[src/design/pmd_pkg.sv]
// shared constants, codes and helpers for the position pid motor drive
`timescale 1ns / 1ps
package pmd_pkg;

    localparam int CNT_W     = 32;
    localparam int IG_W      = 48;
    localparam int TS_W      = 32;
    localparam int GAIN_W    = 32;
    localparam int DECAY_W   = 17;
    localparam int MODE_W    = 2;
    localparam int DUTY_W    = 8;
    localparam int FRAC_W    = 16;
    localparam int CFG_IDX_W = 2;
    localparam int CFG_DAT_W = 32;

    localparam logic [DECAY_W-1:0] DECAY_ONE = DECAY_W'(65536);
    localparam logic [31:0]        US_PER_S  = 32'd1000000;
    localparam int                 DRIVE_MAX = 255;

    // shared serial multiplier and divider widths
    localparam int MA_W  = 66;
    localparam int MB_W  = 32;
    localparam int P_W   = MA_W + MB_W;
    localparam int MC_W  = $clog2(MB_W);
    localparam int DD_W  = 32;
    localparam int DC_W  = $clog2(P_W);
    localparam int ACC_W = P_W + 2;

    typedef enum logic [MODE_W-1:0] {
        MODE_UPDATE = 2'd0,
        MODE_TARGET = 2'd1,
        MODE_MOVE   = 2'd2,
        MODE_RESET  = 2'd3
    } mode_t;

    typedef enum logic [CFG_IDX_W-1:0] {
        REG_KP    = 2'd0,
        REG_KI    = 2'd1,
        REG_KD    = 2'd2,
        REG_DECAY = 2'd3
    } cfg_reg_t;

    function automatic logic [CNT_W-1:0] sat_cnt(input logic [CNT_W:0] x);
        logic [CNT_W-1:0] r;
        if (x[CNT_W] != x[CNT_W-1])
            r = x[CNT_W] ? {1'b1, {(CNT_W-1){1'b0}}} : {1'b0, {(CNT_W-1){1'b1}}};
        else
            r = x[CNT_W-1:0];
        return r;
    endfunction

    function automatic logic [ACC_W-1:0] signed_term(input logic [P_W-1:0] m,
                                                     input logic neg);
        logic [ACC_W-1:0] x;
        x = {{(ACC_W-P_W){1'b0}}, m};
        return neg ? (~x + ACC_W'(1)) : x;
    endfunction

endpackage

[src/design/pmd_if.sv]
// request channel interfaces: input items, result items, register writes
`timescale 1ns / 1ps
interface pmd_in_if;
    logic                               valid;
    logic                               ready;
    logic [pmd_pkg::MODE_W-1:0]         mode;
    logic signed [pmd_pkg::CNT_W-1:0]   encoder_count;
    logic [pmd_pkg::TS_W-1:0]           timestamp_us;
    logic signed [pmd_pkg::CNT_W-1:0]   target_or_offset;
    modport source (output valid, mode, encoder_count, timestamp_us, target_or_offset,
                    input ready);
    modport sink (input valid, mode, encoder_count, timestamp_us, target_or_offset,
                  output ready);
endinterface

interface pmd_out_if;
    logic                        valid;
    logic                        ready;
    logic                        dir_forward;
    logic                        dir_reverse;
    logic [pmd_pkg::DUTY_W-1:0]  pwm_duty;
    logic                        standby_release;
    logic                        motor_active;
    modport source (output valid, dir_forward, dir_reverse, pwm_duty, standby_release,
                    motor_active, input ready);
    modport sink (input valid, dir_forward, dir_reverse, pwm_duty, standby_release,
                  motor_active, output ready);
endinterface

interface pmd_cfg_if;
    logic                           valid;
    logic                           ready;
    logic [pmd_pkg::CFG_IDX_W-1:0]  index;
    logic [pmd_pkg::CFG_DAT_W-1:0]  data;
    modport source (output valid, index, data, input ready);
    modport sink (input valid, index, data, output ready);
endinterface

[src/design/pmd_mul.sv]
// bit-serial shift-add multiplier, one multiplier bit per cycle
`timescale 1ns / 1ps
module pmd_mul (
    input  logic                      clk,
    input  logic                      rst_n,
    input  logic                      start,
    input  logic [pmd_pkg::MA_W-1:0]  a,
    input  logic [pmd_pkg::MB_W-1:0]  b,
    output logic [pmd_pkg::P_W-1:0]   prod,
    output logic                      done
);
    logic [pmd_pkg::MA_W-1:0] a_reg;
    logic [pmd_pkg::MB_W-1:0] b_reg;
    logic [pmd_pkg::P_W-1:0]  acc_reg;
    logic [pmd_pkg::MC_W-1:0] cnt_reg;
    logic                     busy_reg;
    logic                     done_reg;
    logic [pmd_pkg::MA_W:0]   sum;

    // add into the upper part, then shift right by one
    assign sum = {1'b0, acc_reg[pmd_pkg::P_W-1:pmd_pkg::MB_W]}
               + (b_reg[0] ? {1'b0, a_reg} : {(pmd_pkg::MA_W+1){1'b0}});

    always_ff @(posedge clk or negedge rst_n)
    begin
        if (!rst_n)
        begin
            busy_reg <= 1'b0;
            done_reg <= 1'b0;
            cnt_reg  <= '0;
        end
        else
        begin
            done_reg <= 1'b0;
            if (start)
            begin
                busy_reg <= 1'b1;
                cnt_reg  <= '0;
            end
            else if (busy_reg)
            begin
                cnt_reg <= cnt_reg + pmd_pkg::MC_W'(1);
                if (cnt_reg == pmd_pkg::MC_W'(pmd_pkg::MB_W - 1))
                begin
                    busy_reg <= 1'b0;
                    done_reg <= 1'b1;
                end
            end
        end
    end

    always_ff @(posedge clk)
    begin
        if (start)
        begin
            a_reg   <= a;
            b_reg   <= b;
            acc_reg <= '0;
        end
        else if (busy_reg)
        begin
            acc_reg <= {sum, acc_reg[pmd_pkg::MB_W-1:1]};
            b_reg   <= b_reg >> 1;
        end
    end

    assign prod = acc_reg;
    assign done = done_reg;
endmodule

[src/design/pmd_div.sv]
// restoring bit-serial divider, one quotient bit per cycle
`timescale 1ns / 1ps
module pmd_div (
    input  logic                      clk,
    input  logic                      rst_n,
    input  logic                      start,
    input  logic [pmd_pkg::P_W-1:0]   n,
    input  logic [pmd_pkg::DD_W-1:0]  d,
    output logic [pmd_pkg::P_W-1:0]   quot,
    output logic                      done
);
    logic [pmd_pkg::P_W-1:0]  q_reg;
    logic [pmd_pkg::DD_W-1:0] d_reg;
    logic [pmd_pkg::DD_W-1:0] rem_reg;
    logic [pmd_pkg::DC_W-1:0] cnt_reg;
    logic                     busy_reg;
    logic                     done_reg;
    logic [pmd_pkg::DD_W:0]   trial;
    logic [pmd_pkg::DD_W:0]   diff;
    logic                     fits;

    assign trial = {rem_reg, q_reg[pmd_pkg::P_W-1]};
    assign diff  = trial - {1'b0, d_reg};
    assign fits  = (trial >= {1'b0, d_reg});

    always_ff @(posedge clk or negedge rst_n)
    begin
        if (!rst_n)
        begin
            busy_reg <= 1'b0;
            done_reg <= 1'b0;
            cnt_reg  <= '0;
        end
        else
        begin
            done_reg <= 1'b0;
            if (start)
            begin
                busy_reg <= 1'b1;
                cnt_reg  <= '0;
            end
            else if (busy_reg)
            begin
                cnt_reg <= cnt_reg + pmd_pkg::DC_W'(1);
                if (cnt_reg == pmd_pkg::DC_W'(pmd_pkg::P_W - 1))
                begin
                    busy_reg <= 1'b0;
                    done_reg <= 1'b1;
                end
            end
        end
    end

    always_ff @(posedge clk)
    begin
        if (start)
        begin
            q_reg   <= n;
            d_reg   <= d;
            rem_reg <= '0;
        end
        else if (busy_reg)
        begin
            rem_reg <= fits ? diff[pmd_pkg::DD_W-1:0] : trial[pmd_pkg::DD_W-1:0];
            q_reg   <= {q_reg[pmd_pkg::P_W-2:0], fits};
        end
    end

    assign quot = q_reg;
    assign done = done_reg;
endmodule

[src/design/pid_position_motor_drive.sv]
// top level: position pid with leaky integral driving an h-bridge
// sequence: a command takes effect when accepted; an update runs through the shared serial
//   multiplier (six products) and the serial divider (two quotients) before its result is
//   valid; when dt is 0 the derivative products and quotient are skipped
// throughput: one request at a time, commands every cycle while no update is in progress;
//   a waiting result does not block acceptance, the next result waits for it
// reset: rst_n async active low clears positions, integral, time, gains, sets decay to one
`timescale 1ns / 1ps
module pid_position_motor_drive (
    input  logic       clk,
    input  logic       rst_n,
    pmd_in_if.sink     in_ch,
    pmd_out_if.source  out_ch,
    pmd_cfg_if.sink    cfg
);
    typedef enum logic [10:0] {
        ST_IDLE  = 11'b00000000001,
        ST_KEEP  = 11'b00000000010,
        ST_IADD  = 11'b00000000100,
        ST_IGO   = 11'b00000001000,
        ST_IMUL  = 11'b00000010000,
        ST_IDIV  = 11'b00000100000,
        ST_PMUL  = 11'b00001000000,
        ST_DMUL1 = 11'b00010000000,
        ST_DMUL2 = 11'b00100000000,
        ST_DDIV  = 11'b01000000000,
        ST_FIN   = 11'b10000000000
    } state_t;

    localparam int CW = pmd_pkg::CNT_W;
    localparam int IW = pmd_pkg::IG_W;
    localparam int SUM_W = 66;

    state_t state_reg, state_next;

    // gains and decay
    logic [pmd_pkg::GAIN_W-1:0]  kp_reg, ki_reg, kd_reg;
    logic [pmd_pkg::DECAY_W-1:0] decay_reg;

    // controller state
    logic [CW-1:0]              target_reg, last_reg, prev_err_reg, err_reg;
    logic [IW-1:0]              ig_reg;
    logic [pmd_pkg::TS_W-1:0]   prev_time_reg, dt_reg;
    logic [IW:0]                kept_reg;
    logic [CW:0]                de_reg;
    logic [pmd_pkg::ACC_W-1:0]  acc_reg;

    // result register
    logic                          out_valid_reg, out_valid_next;
    logic                          fwd_reg, rev_reg, active_reg;
    logic [pmd_pkg::DUTY_W-1:0]    duty_reg;

    // shared arithmetic units
    logic                      mul_start, div_start, mul_done, div_done;
    logic [pmd_pkg::MA_W-1:0]  mul_a;
    logic [pmd_pkg::MB_W-1:0]  mul_b;
    logic [pmd_pkg::P_W-1:0]   prod, quot;
    logic [pmd_pkg::P_W-1:0]   div_n;
    logic [pmd_pkg::DD_W-1:0]  div_d;

    pmd_mul u_mul (
        .clk   (clk),
        .rst_n (rst_n),
        .start (mul_start),
        .a     (mul_a),
        .b     (mul_b),
        .prod  (prod),
        .done  (mul_done)
    );

    pmd_div u_div (
        .clk   (clk),
        .rst_n (rst_n),
        .start (div_start),
        .n     (div_n),
        .d     (div_d),
        .quot  (quot),
        .done  (div_done)
    );

    // magnitudes and signs
    logic                 ig_neg, e_neg, de_neg, kp_neg, ki_neg, kd_neg;
    logic [IW-1:0]        ig_mag;
    logic [CW-1:0]        e_mag;
    logic [CW:0]          de_mag;
    logic [pmd_pkg::GAIN_W-1:0] kp_mag, ki_mag, kd_mag;

    assign ig_neg = ig_reg[IW-1];
    assign ig_mag = ig_neg ? (~ig_reg + IW'(1)) : ig_reg;
    assign e_neg  = err_reg[CW-1];
    assign e_mag  = e_neg ? (~err_reg + CW'(1)) : err_reg;
    assign de_neg = de_reg[CW];
    assign de_mag = de_neg ? (~de_reg + (CW+1)'(1)) : de_reg;
    assign kp_neg = kp_reg[pmd_pkg::GAIN_W-1];
    assign ki_neg = ki_reg[pmd_pkg::GAIN_W-1];
    assign kd_neg = kd_reg[pmd_pkg::GAIN_W-1];
    assign kp_mag = kp_neg ? (~kp_reg + pmd_pkg::GAIN_W'(1)) : kp_reg;
    assign ki_mag = ki_neg ? (~ki_reg + pmd_pkg::GAIN_W'(1)) : ki_reg;
    assign kd_mag = kd_neg ? (~kd_reg + pmd_pkg::GAIN_W'(1)) : kd_reg;

    logic in_acc, out_free;
    assign in_acc   = in_ch.valid && in_ch.ready;
    assign out_free = !out_valid_reg || out_ch.ready;

    // result valid: cleared when taken, set when a new result is registered
    always_comb
    begin
        out_valid_next = out_valid_reg && !out_ch.ready;
        if ((state_reg == ST_FIN) && out_free)
            out_valid_next = 1'b1;
    end

    // per-step combinational values
    logic [CW-1:0]               err_new, move_target;
    logic [IW-1:0]               kept_mag;
    logic [SUM_W-1:0]            add_v, ig_sum;
    logic [IW-1:0]               ig_sat;
    logic [pmd_pkg::ACC_W-1:0]   acc_mag, acc_shift;
    logic                        acc_neg;
    logic [pmd_pkg::DUTY_W-1:0]  duty_new;

    assign err_new = pmd_pkg::sat_cnt({target_reg[CW-1], target_reg}
                                    - {in_ch.encoder_count[CW-1], in_ch.encoder_count});
    assign move_target = pmd_pkg::sat_cnt({last_reg[CW-1], last_reg}
                                    + {in_ch.target_or_offset[CW-1], in_ch.target_or_offset});

    // decay product, trimmed back to q0
    assign kept_mag = prod[pmd_pkg::FRAC_W +: IW];

    // e*dt fits 64 bits; sum with kept value then saturate to integral width
    assign add_v  = e_neg ? (~{2'b00, prod[63:0]} + SUM_W'(1)) : {2'b00, prod[63:0]};
    assign ig_sum = {{(SUM_W-IW-1){kept_reg[IW]}}, kept_reg} + add_v;
    always_comb
    begin
        if ((&ig_sum[SUM_W-1:IW-1]) || !(|ig_sum[SUM_W-1:IW-1]))
            ig_sat = ig_sum[IW-1:0];
        else if (ig_sum[SUM_W-1])
            ig_sat = {1'b1, {(IW-1){1'b0}}};
        else
            ig_sat = {1'b0, {(IW-1){1'b1}}};
    end

    // drive value: truncate toward zero by 16 bits, clamp
    assign acc_neg   = acc_reg[pmd_pkg::ACC_W-1];
    assign acc_mag   = acc_neg ? (~acc_reg + pmd_pkg::ACC_W'(1)) : acc_reg;
    assign acc_shift = acc_mag >> pmd_pkg::FRAC_W;
    assign duty_new  = (acc_shift > pmd_pkg::ACC_W'(pmd_pkg::DRIVE_MAX))
                     ? pmd_pkg::DUTY_W'(pmd_pkg::DRIVE_MAX)
                     : acc_shift[pmd_pkg::DUTY_W-1:0];

    // sequencer: operand selection and unit starts
    always_comb
    begin
        state_next = state_reg;
        mul_start  = 1'b0;
        div_start  = 1'b0;
        mul_a      = '0;
        mul_b      = '0;
        div_n      = prod;
        div_d      = pmd_pkg::US_PER_S;
        case (state_reg)
            ST_IDLE:
            begin
                if (in_acc && (in_ch.mode == pmd_pkg::MODE_UPDATE))
                begin
                    // integral decay uses the stored integral
                    mul_start  = 1'b1;
                    mul_a      = pmd_pkg::MA_W'(ig_mag);
                    mul_b      = pmd_pkg::MB_W'(decay_reg);
                    state_next = ST_KEEP;
                end
            end
            ST_KEEP:
            begin
                if (mul_done)
                begin
                    mul_start  = 1'b1;
                    mul_a      = pmd_pkg::MA_W'(e_mag);
                    mul_b      = dt_reg;
                    state_next = ST_IADD;
                end
            end
            ST_IADD:
            begin
                if (mul_done)
                    state_next = ST_IGO;
            end
            ST_IGO:
            begin
                mul_start  = 1'b1;
                mul_a      = pmd_pkg::MA_W'(ig_mag);
                mul_b      = ki_mag;
                state_next = ST_IMUL;
            end
            ST_IMUL:
            begin
                if (mul_done)
                begin
                    div_start  = 1'b1;
                    div_n      = prod;
                    div_d      = pmd_pkg::US_PER_S;
                    state_next = ST_IDIV;
                end
            end
            ST_IDIV:
            begin
                if (div_done)
                begin
                    mul_start  = 1'b1;
                    mul_a      = pmd_pkg::MA_W'(e_mag);
                    mul_b      = kp_mag;
                    state_next = ST_PMUL;
                end
            end
            ST_PMUL:
            begin
                if (mul_done)
                begin
                    if (dt_reg == '0)
                        state_next = ST_FIN;
                    else
                    begin
                        mul_start  = 1'b1;
                        mul_a      = pmd_pkg::MA_W'(de_mag);
                        mul_b      = kd_mag;
                        state_next = ST_DMUL1;
                    end
                end
            end
            ST_DMUL1:
            begin
                if (mul_done)
                begin
                    mul_start  = 1'b1;
                    mul_a      = prod[pmd_pkg::MA_W-1:0];
                    mul_b      = pmd_pkg::US_PER_S;
                    state_next = ST_DMUL2;
                end
            end
            ST_DMUL2:
            begin
                if (mul_done)
                begin
                    div_start  = 1'b1;
                    div_n      = prod;
                    div_d      = dt_reg;
                    state_next = ST_DDIV;
                end
            end
            ST_DDIV:
            begin
                if (div_done)
                    state_next = ST_FIN;
            end
            ST_FIN:
            begin
                if (out_free)
                    state_next = ST_IDLE;
            end
            default:
            begin
                state_next = ST_IDLE;
            end
        endcase
    end

    // control state and registers the controller keeps across requests
    always_ff @(posedge clk or negedge rst_n)
    begin
        if (!rst_n)
        begin
            state_reg     <= ST_IDLE;
            kp_reg        <= '0;
            ki_reg        <= '0;
            kd_reg        <= '0;
            decay_reg     <= pmd_pkg::DECAY_ONE;
            target_reg    <= '0;
            last_reg      <= '0;
            prev_err_reg  <= '0;
            ig_reg        <= '0;
            prev_time_reg <= '0;
            out_valid_reg <= 1'b0;
        end
        else
        begin
            state_reg     <= state_next;
            out_valid_reg <= out_valid_next;

            // register writes, decay above one holds at one
            if (cfg.valid && cfg.ready)
            begin
                case (cfg.index)
                    pmd_pkg::REG_KP:    kp_reg <= cfg.data;
                    pmd_pkg::REG_KI:    ki_reg <= cfg.data;
                    pmd_pkg::REG_KD:    kd_reg <= cfg.data;
                    pmd_pkg::REG_DECAY:
                    begin
                        if (cfg.data[pmd_pkg::DECAY_W-1:0] > pmd_pkg::DECAY_ONE)
                            decay_reg <= pmd_pkg::DECAY_ONE;
                        else
                            decay_reg <= cfg.data[pmd_pkg::DECAY_W-1:0];
                    end
                    default:
                    begin
                        decay_reg <= decay_reg;
                    end
                endcase
            end

            case (state_reg)
                ST_IDLE:
                begin
                    if (in_acc)
                    begin
                        case (in_ch.mode)
                            pmd_pkg::MODE_UPDATE:
                            begin
                                last_reg      <= in_ch.encoder_count;
                                prev_time_reg <= in_ch.timestamp_us;
                            end
                            pmd_pkg::MODE_TARGET:
                            begin
                                target_reg   <= in_ch.target_or_offset;
                                ig_reg       <= '0;
                                prev_err_reg <= '0;
                            end
                            pmd_pkg::MODE_MOVE:
                            begin
                                target_reg   <= move_target;
                                ig_reg       <= '0;
                                prev_err_reg <= '0;
                            end
                            pmd_pkg::MODE_RESET:
                            begin
                                target_reg   <= last_reg;
                                ig_reg       <= '0;
                                prev_err_reg <= '0;
                            end
                            default:
                            begin
                                target_reg <= target_reg;
                            end
                        endcase
                    end
                end
                ST_IADD:
                begin
                    if (mul_done)
                        ig_reg <= ig_sat;
                end
                ST_FIN:
                begin
                    if (out_free)
                        prev_err_reg <= err_reg;
                end
                default:
                begin
                    ig_reg <= ig_reg;
                end
            endcase
        end
    end

    // datapath registers
    always_ff @(posedge clk)
    begin
        case (state_reg)
            ST_IDLE:
            begin
                if (in_acc)
                begin
                    err_reg <= err_new;
                    dt_reg  <= in_ch.timestamp_us - prev_time_reg;
                end
            end
            ST_KEEP:
            begin
                if (mul_done)
                begin
                    kept_reg <= ig_neg ? (~{1'b0, kept_mag} + (IW+1)'(1)) : {1'b0, kept_mag};
                    de_reg   <= {err_reg[CW-1], err_reg} - {prev_err_reg[CW-1], prev_err_reg};
                end
            end
            ST_IDIV:
            begin
                if (div_done)
                    acc_reg <= pmd_pkg::signed_term(quot, ig_neg ^ ki_neg);
            end
            ST_PMUL:
            begin
                if (mul_done)
                    acc_reg <= acc_reg + pmd_pkg::signed_term(prod, e_neg ^ kp_neg);
            end
            ST_DDIV:
            begin
                if (div_done)
                    acc_reg <= acc_reg + pmd_pkg::signed_term(quot, de_neg ^ kd_neg);
            end
            ST_FIN:
            begin
                if (out_free)
                begin
                    // zero drive means stop with the bridge in standby
                    fwd_reg    <= (duty_new != '0) && !acc_neg;
                    rev_reg    <= (duty_new != '0) && acc_neg;
                    duty_reg   <= duty_new;
                    active_reg <= (duty_new != '0);
                end
            end
            default:
            begin
                err_reg <= err_reg;
            end
        endcase
    end

    assign in_ch.ready            = (state_reg == ST_IDLE);
    assign cfg.ready              = 1'b1;
    assign out_ch.valid           = out_valid_reg;
    assign out_ch.dir_forward     = fwd_reg;
    assign out_ch.dir_reverse     = rev_reg;
    assign out_ch.pwm_duty        = duty_reg;
    assign out_ch.standby_release = active_reg;
    assign out_ch.motor_active    = active_reg;
endmodule

[src/flat_wrapper.sv]
// flat-port wrapper written by rule: the top's interface ports become plain ports
module pid_position_motor_drive_flat 
  (clk, rst_n, in_ch_valid, in_ch_mode, in_ch_encoder_count, in_ch_timestamp_us, in_ch_target_or_offset, in_ch_ready, out_ch_valid, out_ch_dir_forward, out_ch_dir_reverse, out_ch_pwm_duty, out_ch_standby_release, out_ch_motor_active, out_ch_ready, cfg_valid, cfg_index, cfg_data, cfg_ready);
  pmd_in_if in_ch_i ();
  pmd_out_if out_ch_i ();
  pmd_cfg_if cfg_i ();
  input  logic clk;
  input  logic rst_n;
  input wire logic [$bits(in_ch_i.valid)-1:0] in_ch_valid;
  input wire logic [$bits(in_ch_i.mode)-1:0] in_ch_mode;
  input wire logic [$bits(in_ch_i.encoder_count)-1:0] in_ch_encoder_count;
  input wire logic [$bits(in_ch_i.timestamp_us)-1:0] in_ch_timestamp_us;
  input wire logic [$bits(in_ch_i.target_or_offset)-1:0] in_ch_target_or_offset;
  output wire logic [$bits(in_ch_i.ready)-1:0] in_ch_ready;
  output wire logic [$bits(out_ch_i.valid)-1:0] out_ch_valid;
  output wire logic [$bits(out_ch_i.dir_forward)-1:0] out_ch_dir_forward;
  output wire logic [$bits(out_ch_i.dir_reverse)-1:0] out_ch_dir_reverse;
  output wire logic [$bits(out_ch_i.pwm_duty)-1:0] out_ch_pwm_duty;
  output wire logic [$bits(out_ch_i.standby_release)-1:0] out_ch_standby_release;
  output wire logic [$bits(out_ch_i.motor_active)-1:0] out_ch_motor_active;
  input wire logic [$bits(out_ch_i.ready)-1:0] out_ch_ready;
  input wire logic [$bits(cfg_i.valid)-1:0] cfg_valid;
  input wire logic [$bits(cfg_i.index)-1:0] cfg_index;
  input wire logic [$bits(cfg_i.data)-1:0] cfg_data;
  output wire logic [$bits(cfg_i.ready)-1:0] cfg_ready;
  assign in_ch_i.valid = in_ch_valid;
  assign in_ch_i.mode = in_ch_mode;
  assign in_ch_i.encoder_count = in_ch_encoder_count;
  assign in_ch_i.timestamp_us = in_ch_timestamp_us;
  assign in_ch_i.target_or_offset = in_ch_target_or_offset;
  assign in_ch_ready = in_ch_i.ready;
  assign out_ch_valid = out_ch_i.valid;
  assign out_ch_dir_forward = out_ch_i.dir_forward;
  assign out_ch_dir_reverse = out_ch_i.dir_reverse;
  assign out_ch_pwm_duty = out_ch_i.pwm_duty;
  assign out_ch_standby_release = out_ch_i.standby_release;
  assign out_ch_motor_active = out_ch_i.motor_active;
  assign out_ch_i.ready = out_ch_ready;
  assign cfg_i.valid = cfg_valid;
  assign cfg_i.index = cfg_index;
  assign cfg_i.data = cfg_data;
  assign cfg_ready = cfg_i.ready;
  pid_position_motor_drive u_core (.clk(clk), .rst_n(rst_n), .in_ch(in_ch_i), .out_ch(out_ch_i), .cfg(cfg_i));
endmodule
[config.mk]
export PLATFORM = sky130hd
export DESIGN_NAME = pid_position_motor_drive_flat
export DESIGN_NICKNAME = d
export VERILOG_FILES = /design/src/design/pmd_pkg.sv /design/src/design/pmd_if.sv /design/src/design/pmd_mul.sv /design/src/design/pmd_div.sv /design/src/design/pid_position_motor_drive.sv /design/src/flat_wrapper.sv
export SDC_FILE = /design/constraint.sdc
export NUM_CORES = 2
export LEC_CHECK = 0
export BUFFER_PORTS_ARGS = -buffer_cell sky130_fd_sc_hd__buf_2
export CAP_MARGIN = 15
export CORE_MARGIN = 8
export CORE_UTILIZATION = 60
export DETAILED_ROUTE_END_ITERATION = 16
export PLACE_DENSITY = 0.73
export SYNTH_ARGS = -nofsm -noshare
export SYNTH_HDL_FRONTEND = slang
export SYNTH_SLANG_ARGS = --single-unit
[constraint.sdc]
create_clock -name clk -period 7.6 [get_ports clk]
set_input_delay 1.52 -clock clk [delete_from_list [all_inputs] [get_ports clk]]
set_output_delay 1.52 -clock clk [all_outputs]
set_load 0.05 [all_outputs]
==> impl_results.md <==
- CP max stage delay: 0.41 ns
- Relative slew slack: 18.2%
- Routed via count: 66900
- Post-synth EDFFs: 485
- CP dominant cell by count: a21o_1
- Placer Congestion: 1.03
- HPWL Detailed: 181 mm
- Mapped Area: 0.0738 mm^2
- Delay-heaviest family, CP: compound AO/OA/AOI/OAI gates
- CTS H-tree lvls: 3
- Commonest cells post-synth: nand2_1 (1098), nor2_1 (789), a21oi_1 (611), o21ai_0 (600), xnor2_1 (590)
- IO buf count: 150
- Setup CP Type: flip-flop to flip-flop
- CP max-delay cell: edfxtp_1
- Post-synthesis sequential area ratio: 34.0%
- Fin crit share: 96.1%
- Number of library cell types mapped by synthesis: 95
- Largest net degree at the start of global routing: 107
- Max FFs per register: 100
- Total Routing Usage GR: 33.9%
- Core area: 0.122 mm^2
- Cell taking the most area after synthesis: edfxtp_1
- ANT nets after route: 0
- Crit path buffers/inverters: 4
- P_int: 0.0186 W
- XOR/XNOR Fraction of Synth Area: 11.4%
- Yosys warns: 0
- Final hold vios: 0
- Peak Freq: 137 MHz
- Clock slew at reported path FFs: 0.06 ns
- Hold WC Path Type: flip-flop to flip-flop
- Vias in the first global route: 63200
- GR Overflow Total: 0
- CTS tree: yes
- WL/cell: 23.0 um
- First-pass GRT wire length: 368 mm
- Ports: 152
- NumNets Final: 9253
- CTS buffer count: 107
- Synth async-reset ratio: 34.0%
- Fillers: 10400
- DR vias/cell: 6.42
- Final WL: 239 mm
- Max Cap Viol: 0
- Final Instance Area: 0.0803 mm^2
- Die width: 367 um
- Residual DRC count: 0
- Sw frac: 47.4%
- Die Y: 367 um
- Clk_lat worst skew: 0.74 ns
- Comb power frac: 61.6%
- Ranking of synthesized cells by area: edfxtp_1 (20%), dfrtp_1 (11%), ha_1 (7.1%)
- Worst slew pin tran: 1.22 ns
- Final setup fails: 0
- Pwr per Cell Area: 441 mW/mm^2
- WP data required: 8.17 ns
- Root Driver: clkbuf_16
- Psw: 0.0168 W
- Synthesized-area fraction occupied by adder cells: 7.39%
- Sequential fraction of design power: 22.6%
- Row count: 128
- Main combinational cell family by area after synthesis: compound AO/OA/AOI/OAI gates
- Maximum root-to-sink buffer count: 3
- Drt pass-1 iters: 9
- TNS Setup: 0 ns
- Mean Syn Cell Area: 8.45 um^2
- Area grow syn2layout: 8.71%
- Fin crit period: 7.30 ns
- Synthesized Nets: 9303
- Clock Power Share: 15.8%
- Ys flop type: edfxtp_1
- Mux cell area share after synthesis: 3.62%
- Setup bufs post-CTS: 0
- Final clock skew: 0.0402 ns
- Share of the synthesized area in the top cell type: 19.7%
- Most common cell in the netlist: nand2_1
- Slew Viols, Final: 0
- Critical Path End Type: flip-flop
- Compound-cell area share of the yosys netlist: 19.9%
- Mapped Cells: 8741
- Register bit total from synthesis: 932
- Starting Density: 60.5%
- Area after DPL: 0.0764 mm^2
- CTS Sinks: 932
- Crit start category: flip-flop
- CP arrival: 7.87 ns
- Initial antenna violation count: 9
- Layout cell share with drive strength beyond 1: 8.74%
- Worst vdd ir: 0.290 mV
- Simple-Gate Fraction of Synth Area: 19.8%
- Status: completed
- Drt initial violations: 7395
- Maximum fanout along the worst path: 7
- Die area: 0.135 mm^2
- Leak Pwr: 33.0 nW
[power by group through the flow]
| stage | registers [W] | clock network, W | logic, W |
|---|---|---|---|
| 6_report | 0.00800 | 0.00561 | 0.0218 |
| 5_1_grt | 0.00808 | 0.00585 | 0.0238 |
| 4_1_cts | 0.00792 | 0.00567 | 0.0213 |
| 3_5_place_dp | 0.00802 | 0 | 0.0211 |
| 3_3_place_gp | 0.00798 | 0 | 0.0209 |
| 2_1_floorplan | 0.00727 | 0 | 0.0161 |
[cell type report]
| type | count | area, um^2 | share of cell area, % |
|---|---|---|---|
| timing repair buffer | 320 | 2090 | 2.60 |
| multi-input combinational | 7041 | 46100 | 57.4 |
| sequential | 932 | 25100 | 31.3 |
| clock inverter | 60 | 714 | 0.890 |
| clock buffer | 143 | 3130 | 3.89 |
| tap | 1625 | 2030 | 2.53 |
| antenna | 5 | 12.5 | 0.0156 |
| inverter | 289 | 1090 | 1.36 |
[worst min-delay path: cells and delay by family (launching register included)]
kind               cells  cell delay [ns]
AOI/OAI and AO/OA      1             0.06
DFF                    1             0.35
and+or+nand+nor        1             0.05
[per-layer routing]
metal	part of all wire [%]	GRT usage, %	up-vias
li1	-	-	31400
met2	44	53.3	3248
met1	42	45.8	31600
met4	4.7	14.6	8
met3	9.3	6.21	587
met5	0.027	0	-
[what timing repair did]
| action | in CTS | in global routing |
|---|---|---|
| resized for setup | 0 | 8 |
| hold buffers | 0 | 0 |
| setup endpoints to repair | 0 | 53 |
[kinds of logic (layout without fill, tap and decap cells)]
kind of cell,after synthesis,count (layout)
and+or+nand+nor,3096,3096
AOI/OAI and AO/OA,2303,2303
xor gates and xnor gates,958,958
DFF,932,932
buffers and inverters,768,812
adders and majority gates,433,433
muxes,250,250
other,1,6
[cells in the final DEF (no fill, tap or decap), types with 285 or more instances in the layout]
master / count
xnor2_1: 586
inv_1: 285
xor2_1: 365
nand2_1: 1096
dfrtp_1: 312
nor2_1: 784
a21oi_1: 611
ha_1: 417
o21ai_0: 600
edfxtp_1: 485
[final timing paths]
| check | start | endpoint | slack [ns] | depth (start not counted) |
|---|---|---|---|---|
| setup / recovery | u_core.u_div.quot[0] | u_core.acc_reg[93] | 0.30 | 32 |
| hold / removal | u_core.target_reg[31] | u_core.target_reg[31] | 0.49 | 2 |
| setup reg to reg | u_core.u_div.quot[0] | u_core.acc_reg[93] | 0.30 | 32 |
| hold reg to reg | u_core.target_reg[31] | u_core.target_reg[31] | 0.49 | 2 |
| max in group asynchronous | rst_n | u_core.ig_reg[47] | 5.32 | 2 |
| min in group asynchronous | rst_n | u_core.prev_time_reg[17] | 0.79 | 1 |
[metrics by stage]
step                      cells  util (%)  setup slack, ns  hold WS (ns)  total power, W
final                     10400      65.8            0.296         0.492          0.0354
after detailed placement  10200      62.6            0.305         0.480          0.0291
after global placement    10200      62.6            0.393         0.464          0.0288
after CTS                 10400      65.7            0.240         0.496          0.0349
after global routing      10400      65.8          -0.0736         0.513          0.0377
after floorplan            8741         -            0.718         0.406          0.0234
No activity file was read; power rests on OpenSTA's default activity.
